## config.mk

```make
export PLATFORM = sky130hd
export DESIGN_NAME = knn_ctrl
export DESIGN_NICKNAME = d
export VERILOG_FILES = /design/src/hw/rtl/knn_pkg.sv /design/src/hw/rtl/knn_ctrl.sv
export SDC_FILE = /design/constraint.sdc
export NUM_CORES = 1
export LEC_CHECK = 0
export ABC_AREA = 1
export BUFFER_PORTS_ARGS = -buffer_cell sky130_fd_sc_hd__buf_4
export CAP_MARGIN = 15
export CORE_AREA = 5 5 42 44
export CTS_BUF_LIST = sky130_fd_sc_hd__clkbuf_8
export DETAILED_ROUTE_END_ITERATION = 8
export DIE_AREA = 0 0 47 49
export PLACE_DENSITY = 0.66
export SLEW_MARGIN = 20
export SYNTH_ARGS = -nofsm -noshare
export SYNTH_HDL_FRONTEND = slang
export SYNTH_SLANG_ARGS = --single-unit
```

## constraint.sdc

```tcl
create_clock -name clk -period 1.35 [get_ports clk]
set_input_delay 0.0675 -clock clk [delete_from_list [all_inputs] [get_ports clk]]
set_output_delay 0.0675 -clock clk [all_outputs]
set_load 0.005 [all_outputs]
```

## src/hw/rtl/knn_pkg.sv

```systemverilog
`default_nettype none
package knn_pkg;

  localparam int DEF_MAX_REFERENCES = 1024;
  localparam int DEF_MAX_DIMENSIONS = 64;
  localparam int DEF_MAX_K          = 16;
  localparam int DEF_NUM_CLASSES    = 3;

  localparam int DIST_W      = 40;
  localparam int SUM_W       = 44;
  localparam int SCORE_W     = 48;
  localparam int SCALE_SHIFT = 40;

  localparam logic [DIST_W-1:0]  DIST_MAX  = '1;
  localparam logic [SUM_W-1:0]   SUM_MAX   = '1;
  localparam logic [SCORE_W-1:0] SCORE_MAX = '1;

  localparam logic [4:0]  RESET_K    = 5'd5;
  localparam logic [10:0] RESET_REFS = 11'd0;
  localparam logic [6:0]  RESET_DIMS = 7'd64;

  typedef enum logic [1:0] {
    REG_K    = 2'd0,
    REG_REFS = 2'd1,
    REG_DIMS = 2'd2
  } knn_reg_t;

  typedef struct packed {
    logic               action;
    logic [9:0]         reference_index;
    logic [5:0]         element_index;
    logic signed [15:0] element_value;
    logic [1:0]         reference_class;
    logic [31:0]        query_id;
    logic               last_element;
  } knn_item_t;

  typedef struct packed {
    logic [31:0]        result_query_id;
    logic [1:0]         predicted_class;
    logic [SCORE_W-1:0] vote_score;
    logic [4:0]         winning_votes;
  } knn_result_t;

  typedef struct packed {
    logic [4:0]  k_neighbours;
    logic [10:0] reference_count;
    logic [6:0]  dimension_count;
  } knn_cfg_t;

  typedef struct packed {
    logic init;
    logic ref_clear;
    logic stream;
    logic offer;
    logic ptr_clear;
    logic ptr_run;
    logic scan;
    logic tally;
    logic ref_next;
    logic div_load;
    logic div_step;
    logic class_cmp;
    logic class_next;
    logic finish;
  } knn_cmd_t;

  typedef struct packed {
    logic refs_done;
    logic stream_done;
    logic offer_scan;
    logic ptr_done;
    logic sum_zero;
    logic div_done;
    logic class_last;
  } knn_status_t;

endpackage
`default_nettype wire

```

## src/hw/rtl/knn_ctrl.sv

```systemverilog
`default_nettype none
module knn_ctrl import knn_pkg::*; (
  input  logic        clk,
  input  logic        rst,
  input  logic        launch,
  input  knn_status_t status,
  output knn_cmd_t    cmd,
  output logic        busy,
  output logic        done
);

  typedef enum logic [3:0] {
    S_IDLE, S_REF, S_DIST, S_OFFER, S_SCAN, S_NEXT,
    S_TALLY, S_CHECK, S_DIV, S_CMP, S_CNEXT
  } state_t;

  state_t state, state_next;

  always_comb begin
    state_next = state;
    cmd = '0;
    case (state)
      S_IDLE: begin
        if (launch) begin
          cmd.init = 1'b1;
          state_next = S_REF;
        end
      end
      S_REF: begin
        if (status.refs_done) begin
          cmd.ptr_clear = 1'b1;
          state_next = S_TALLY;
        end else begin
          cmd.ref_clear = 1'b1;
          state_next = S_DIST;
        end
      end
      S_DIST: begin
        cmd.stream = 1'b1;
        if (status.stream_done) state_next = S_OFFER;
      end
      S_OFFER: begin
        cmd.offer = 1'b1;
        if (status.offer_scan) begin
          // The heap just filled or lost its top, so find the new largest entry.
          cmd.ptr_clear = 1'b1;
          state_next = S_SCAN;
        end else begin
          state_next = S_NEXT;
        end
      end
      S_SCAN: begin
        cmd.ptr_run = 1'b1;
        cmd.scan = 1'b1;
        if (status.ptr_done) state_next = S_NEXT;
      end
      S_NEXT: begin
        cmd.ref_next = 1'b1;
        state_next = S_REF;
      end
      S_TALLY: begin
        cmd.ptr_run = 1'b1;
        cmd.tally = 1'b1;
        if (status.ptr_done) state_next = S_CHECK;
      end
      S_CHECK: begin
        if (status.sum_zero) begin
          state_next = S_CNEXT;
        end else begin
          cmd.div_load = 1'b1;
          state_next = S_DIV;
        end
      end
      S_DIV: begin
        if (status.div_done) state_next = S_CMP;
        else cmd.div_step = 1'b1;
      end
      S_CMP: begin
        cmd.class_cmp = 1'b1;
        state_next = S_CNEXT;
      end
      S_CNEXT: begin
        if (status.class_last) begin
          cmd.finish = 1'b1;
          state_next = S_IDLE;
        end else begin
          cmd.class_next = 1'b1;
          state_next = S_CHECK;
        end
      end
      default: state_next = S_IDLE;
    endcase
  end

  always_ff @(posedge clk) begin
    if (rst) begin
      state <= S_IDLE;
      busy  <= 1'b0;
      done  <= 1'b0;
    end else begin
      state <= state_next;
      busy  <= (state_next != S_IDLE);
      done  <= cmd.finish;
    end
  end

  a_done_single: assert property (@(posedge clk) disable iff (rst) done |=> !done)
    else $error("result strobe held for more than one cycle");
  a_busy_ends_with_done: assert property (@(posedge clk) disable iff (rst)
    $fell(busy) |-> done)
    else $error("classification ended without a result beat");
  a_busy_while_working: assert property (@(posedge clk) disable iff (rst)
    (state != S_IDLE) |-> busy)
    else $error("busy low while the sequencer is active");

endmodule
`default_nettype wire

```

# After elaboration in Yosys (flattened, before gate mapping)
# Index checks and enable logic that the tools add are counted.
[totals] reg_bits=6 latchBits=0 ram_bits=0 mem_bits_ro=0 out_inout_bits=16 mem_count=0
[classes] add_sub_neg=0 n_mul=0 div_mod_pow=0 magnitude_cmp=0 n_eq_ne=10 shifts=0 muxes=31 bitwise=0 reduce_logical=3
[ops] op="one-hot mux 4 bit (11 select lines)" n=1
[ops] op="2-to-1 mux 1 bit" n=20
[ops] op="2-to-1 mux 4 bit" n=5
[ops] op="== test 4 x 3 -> 1 bit, second input constant" n=4
[ops] op="== test 4 bit, second input constant" n=3
[ops] op="== test 4 x 2 -> 1 bit, second input constant" n=2
[ops] op="2-to-1 mux 3 bit" n=2
[ops] op="== test 4 x 1 -> 1 bit, second input constant" n=1
[ops] op="logical NOT 4 bit" n=1
[ops] op="2-to-1 mux 2 bit" n=2
[ops] op="nonzero test 4 bit" n=1
[ops] op="one-hot mux 1 bit (2 select lines)" n=1
[ops] op="OR reduction 2 bit" n=1

# Longest topological paths before layout
# Gate-level depths: netlist (run 1).
[logic_depth] depth_word=3 ltp_mapped=9

# Worst setup path after synthesis (run 1)
# OpenSTA, ideal clock, no wires.
[synth_path] kind="reg-to-reg" start="register state[1]" end="register busy" setup_time_ns=0.120 t_arrival_ns=0.936 setup_slack_ns=0.294 path_stages_with_launch=10 n_path_buf=1 synth_period_minus_slack_ns=1.056 path_cell_list="dfxtp_1 buf_6 nand2_1 inv_2 nand2_1 nand2_1 inv_2 nand3_2 o21bai_2 nand3_2"
[synth_via] elab_chain_len=3
[synth_rtl] element="from (decl)" line="knn_ctrl.sv:17" text="state_t state, state_next;"
[synth_rtl] element="from (signal assigned)" line="knn_ctrl.sv:101" text="state <= state_next;"
[synth_rtl] element="== test 4 bit (tied with other cells)" line="knn_ctrl.sv:22" text="case (state)"
[synth_rtl] element="one-hot mux 4 bit (11 select lines) *" line="knn_ctrl.sv:22"
[synth_rtl] element="nonzero test 4 bit *" line="knn_ctrl.sv:102" text="busy <= (state_next != S_IDLE);"
[synth_rtl] element="to (signal assigned)" line="knn_ctrl.sv:102"
[synth_rtl] element="to (decl)" line="knn_ctrl.sv:8" text="output logic busy,"
# Every way passes the cells marked *; elsewhere a longest branch is shown, timed or not.
# A chain may end at the register's enable or synchronous reset.

==> results of run 1 <==
stage by stage:
stage	instances	hold WS [ns]	cell area, um^2
detailed placement	119	0.258	669
global placement	119	0.257	669
finish	122	0.0206	747
CTS	122	0.0221	713
floorplan	79	0.139	473
global route	122	0.0266	747
sequential cells by signal (all words and copies together), names as in the netlist:
register / flops
done: 1
state: 4
busy: 1
power groups by stage:
stage               Clock [mW]  Sequential (mW)  Combinational (mW)
floorplan                    0            0.235               0.191
global placement             0            0.249               0.284
detailed placement           0            0.250               0.286
CTS                      0.279            0.251               0.287
global route             0.300            0.268               0.330
finish                   0.268            0.261               0.289
cell type report:
type	instances	area [um^2]	area share
well taps	16	20.0	0.0268
repair buffers	25	188	0.251
flip-flops and latches	6	130	0.174
inverters	23	86.3	0.116
multi-input cells	49	282	0.377
clock buffers	3	41.3	0.0553
what timing repair did:
action	in CTS	in global routing
buffers inserted	0	0
cloned	0	0
endpoints found under the setup margin	5	7
hold buffers	0	0
resized for setup	2	10
worst max-delay path: cells and delay by family, from the launching register on:
kind	cells	cell delay (ns)
buffers and inverters	3	0.23
flip-flops	1	0.40
AND/OR/NAND/NOR	2	0.34
cell usage in the layout, fill, tap and decap left out, types with 2 or more instances in the layout:
cell and n:
nand3_1 5, nor2_4 3, clkbuf_8 3, inv_2 5, nor2_1 7, dfxtp_4 2, inv_1 18, nand2_2 2
nand3_2 3, dfxtp_1 2, nor2_2 3, nor3_1 3, dfxtp_2 2, nand4_1 2, nand2_1 16, buf_4 25
worst min path at each step:
stage,endpoint,slack [ns],depth (start not counted)
2_1_floorplan,state[3],0.14,1
3_3_place_gp,state[3],0.26,2
3_5_place_dp,state[3],0.26,2
4_1_cts,state[3],0.02,2
5_1_grt,done,0.03,2
6_report,state[3],0.02,2
logic make-up (layout without fill, tap and decap cells):
group	count (synthesis)	after routing
AND/OR/NAND/NOR	46	46
buffers and inverters	24	51
flip-flops	6	6
AO/OA/AOI/OAI	3	3
routing by layer:
layer / share of wire / vias to the layer above / track usage
met5: 0 / - / 0
met4: 0.018 / 0 / 0.0691
met3: 0.065 / 3 / 0.0701
met2: 0.51 / 13 / 0.181
met1: 0.41 / 241 / 0.159
li1: - / 294 / -
==> impl_metrics.toml, run 1 <==
[outcome]
status = "finished clean"

[placed_design]
io_buffers = 25
place.gp.congestion = 0.822
dp_slack_ns = 0.0494
post-dp-hpwl_mm = 1.05

[global_routing]
grt_use_total = 0.131
grt_max_degree = 9
antenna_found_initial = 0
grt_pass1_vias = 513
grt-ovfl-total = 0
grt_pass1_wl_mm = 2.16

[setup_path]
cp.required_ns = 1.28
cp.arrival_ns = 1.19
setup.worst_path.end = "cmd[1]"
crit_start = "state[1]"
path_max_fanout = 8
crit_path_max_incr_delay_ns = 0.40
crit_type = "reg -> out"
start_kind = "flop"
end_kind = "output port"
crit_chain = "inv_2, nor2_2, nand3_2, inv_1, buf_4"
cp_slowest_cell = "dfxtp_4"
r2r_start = "state[1]"
timing.rr.end = "busy"
r2r_slack_ns = 0.19
r2r.worst_path.cells = 8

[min_path]
hold_class = "in -> reg"
min-delay-start = "rst"

[logic_synthesis]
yosysWarnings = 0
synthXorXnorAreaFrac = 0
synth_fa_ha_area_frac = 0
synth_cell_types = 17
netlist_area_um2 = 473
synth_top_cell_by_area = "dfxtp_1"
ys_seq_area_frac = 0.254
yosys-top-cells-count = "18 x inv_1, 17 x nand2_1, 8 x nor2_1"
synth_edf_count = 0
synth_ff_type = "dfxtp_1"
synth_area_leaders = "dfxtp_1 25%, inv_1 14%, nand2_1 13%"
syn-num-nets = 89
ys_ff_latch = 6
syn_avg_cell_area_um2 = 5.99
muxShareOfSynthArea = 0
yosys.area_share.simple = 0.487
ys_async_sr_fraction = 0
synth-compound-area-share = 0.0529
yosysMostFrequentCell = "inv_1"
syn_inst = 79
synth_top_area_frac = 0.254
synth_top_family_by_area = "simple AND/OR/NAND/NOR gates"

[sta]
fmax_mhz = 793
skew_ns = 0.00172
finalWorstSetupSlack_ns = 0.0884
final_hold_viol_count = 0
period_share = 0.935
finalMaxSlewViolations = 0
tightest_slew_ns = 0.210
rsz0062_at_grt = "false"
slew_headroom = 0.860
fin_tns_setup_ns = 0
setup-violations-final = 0
finalCriticalPeriod_ns = 1.26

[final_layout]
insertedDiodeCount = 0
postLayoutCoreUtil = 0.533
nFillCells = 150
syn2layout_area_growth_pct = 57.9
drive_gt1_frac = 0.491
fin_nets = 118

[routing]
via_per_inst = 4.52
drt_iter0_markers = 8
via_count = 551
postRouteAntennaNets = 0
wire_per_inst_um = 10.2
wirelength_mm = 1.25
dr.pass1.iters = 4
drc_errors = 0

[power_and_ir_drop]
p_leak_nw = 0.452
internal-power_uw = 545
combPwrFrac = 0.353
seqPwrFrac = 0.319
power.share.clock = 0.328
powerDensity_nw_per_um2 = 1090
p_switching_uw = 273
max-vdd-ir-drop_mv = 0.678
finalPower_uw = 818
switching_share = 0.334

[floorplanning]
fp.dieW_um = 47
rows = 14
io_pins = 26
die-area_um2 = 2300
core_area_um2 = 1400
fp.dieH_um = 49
start_util = 0.338

[clock_network]
numCtsBuffers = 3
clockRootBuffer = "clkbuf_8"
clk_pin_slew_worst_paths_ns = 0.04
clock_latency_ns = 0.22
clockBufferDepth = 2
cts_sinks = 6
cts_tree = "done"
htreeDepth = 1

[flow_run]
maxCapViolations = 0
Power figures use the tool's default switching activity.
==> run 2, diff against run 1 <==
--- a/config.mk
+++ b/config.mk
@@ -6,13 +6,12 @@
 export NUM_CORES = 1
 export LEC_CHECK = 0
 export ABC_AREA = 1
-export BUFFER_PORTS_ARGS = -buffer_cell sky130_fd_sc_hd__buf_4
 export CAP_MARGIN = 15
 export CORE_AREA = 5 5 42 44
-export CTS_BUF_LIST = sky130_fd_sc_hd__clkbuf_8
+export CTS_BUF_LIST = sky130_fd_sc_hd__clkbuf_4 sky130_fd_sc_hd__clkbuf_8
 export DETAILED_ROUTE_END_ITERATION = 8
 export DIE_AREA = 0 0 47 49
-export PLACE_DENSITY = 0.66
+export DONT_BUFFER_PORTS = 1
 export SLEW_MARGIN = 20
 export SYNTH_ARGS = -nofsm -noshare
 export SYNTH_HDL_FRONTEND = slang
==> impl_metrics.toml, run 2 (same netlist as run 1, synthesis figures left out) <==
[outcome]
status = "finished clean"

[final_layout]
insertedDiodeCount = 0
fin_nets = 94
drive_gt1_frac = 0.256
syn2layout_area_growth_pct = 9.26
largest_reg_flops = 4
final_cell_mix = "18 x inv_1, 17 x nand2_1, 8 x nor2_1, 5 x inv_2, 5 x nand3_1"
nFillCells = 162
final_common_cell = "inv_1"
regArea_um2 = 123
top_register = "state"
reg_top3 = "state (4), busy (1), done (1)"
postLayoutCoreUtil = 0.369
multi_input_area_um2 = 255

[sta]
final_hold_viol_count = 0
tightest_slew_ns = 0.340
finalCriticalPeriod_ns = 1.28
setup-violations-final = 0
finalWorstSetupSlack_ns = 0.0710
skew_ns = 0.00448
slew_headroom = 0.771
finalMaxSlewViolations = 0
rsz0062_at_grt = "true"
period_share = 0.947
fmax_mhz = 782

[clock_network]
clock_latency_ns = 0.24
cts_sinks = 6
cts_tree = "done"
numCtsBuffers = 3
clockRootBuffer = "clkbuf_4"
clockBufferDepth = 2
htreeDepth = 1
clk_pin_slew_worst_paths_ns = 0.04

[floorplanning]
die-area_um2 = 2300
fp.dieH_um = 49
start_util = 0.338
fp.dieW_um = 47
rows = 14
io_pins = 26
core_area_um2 = 1400

[global_routing]
antenna_found_initial = 0
grt-ovfl-total = 0
grt_use_total = 0.108
grt_max_degree = 9
grt_pass1_wl_mm = 1.79
grt_pass1_vias = 424

[setup_path]
crit_chain = "inv_2, nor2_2, inv_1, nor4_1"
crit_cells = 4
path_max_fanout = 5
cp_slowest_cell = "dfxtp_1"
worst-path-buf-inv = 2
cp.required_ns = 1.28
r2r.worst_path.cells = 8
cp.arrival_ns = 1.21
start_kind = "flop"
crit_type = "reg -> out"
crit_path_max_incr_delay_ns = 0.35
end_kind = "output port"
critPathTopFamily = "simple AND/OR/NAND/NOR gates"

[routing]
postRouteAntennaNets = 0
drc_errors = 0
wirelength_mm = 1.09
via_per_inst = 4.66
via_count = 457
dr.pass1.iters = 4
drt_iter0_markers = 2
wire_per_inst_um = 11.2

[placed_design]
dp_slack_ns = 0.0607
post-dp-hpwl_um = 937
io_buffers = 0
place.gp.congestion = 0.738

[power_and_ir_drop]
powerDensity_nw_per_um2 = 1180
max-vdd-ir-drop_mv = 0.625
finalPower_uw = 610
p_leak_nw = 0.314

[min_path]
hold_class = "in -> reg"
min_path_cells = 2

[flow_run]
maxCapViolations = 0
run 2: changes by cell type in the layout (fill, tap and decap cells not counted), moves of 2 or more:
| cell | before | now |
|---|---|---|
| nor2_4 | 3 | 1 |
| dfxtp_1 | 2 | 4 |
| dfxtp_4 | 2 | 0 |
| clkbuf_4 | 0 | 3 |
| buf_4 | 25 | 0 |
| clkbuf_8 | 3 | 0 |
run 2: where the power goes:
group / internal, mW / switching (mW) / total, mW / leakage (nW)
Clock: 0.100 / 0.0593 / 0.160 / 0.0138
Sequential: 0.211 / 0.0437 / 0.255 / 0.0499
Combinational: 0.0694 / 0.127 / 0.196 / 0.250
Total: 0.380 / 0.230 / 0.610 / 0.314
run 2: worst paths after layout:
path	start	endpoint	slack, ns
worst max-delay path	state[3]	cmd[3]	0.07
worst min-delay path	status[0]	done	0.02
worst max register to register	state[1]	busy	0.16
worst min register to register	state[3]	done	0.64
run 2: final cells by class:
class,instances,area share
Sequential cell,6,0.237
Tap cell,16,0.0387
Timing Repair Buffer,1,0.0194
Clock buffer,3,0.0436
Multi-Input combinational cell,49,0.494
Inverter,23,0.167
run 2: repair_timing:
| action | in CTS | in global routing |
|---|---|---|
| endpoints found under the hold margin | 2 | 0 |
| gates resized for setup | 1 | 1 |
| hold buffers | 1 | 0 |
| setup endpoints to repair | 2 | 4 |
| setup buffers | 0 | 0 |
run 2: metrics by stage:
stage / cells / instance area (um^2) / TNS (ns) / hold WS (ns)
final: 98 / 517 / 0 / 0.0165
after global placement: 94 / 482 / 0 / 0.144
after floorplan: 79 / 473 / 0 / 0.139
after global routing: 98 / 517 / -0.0888 / 0.0206
after detailed placement: 94 / 482 / 0 / 0.148
after CTS: 98 / 515 / 0 / 0.0104
run 2: routing by layer:
layer	share of wire	wire length (um)	up-vias	GRT usage
met3	0.095	104	0	0.0664
li1	-	-	241	-
met1	0.42	462	203	0.135
met4	0	0	0	0.0276
met2	0.48	525	13	0.154
met5	0	0	-	0
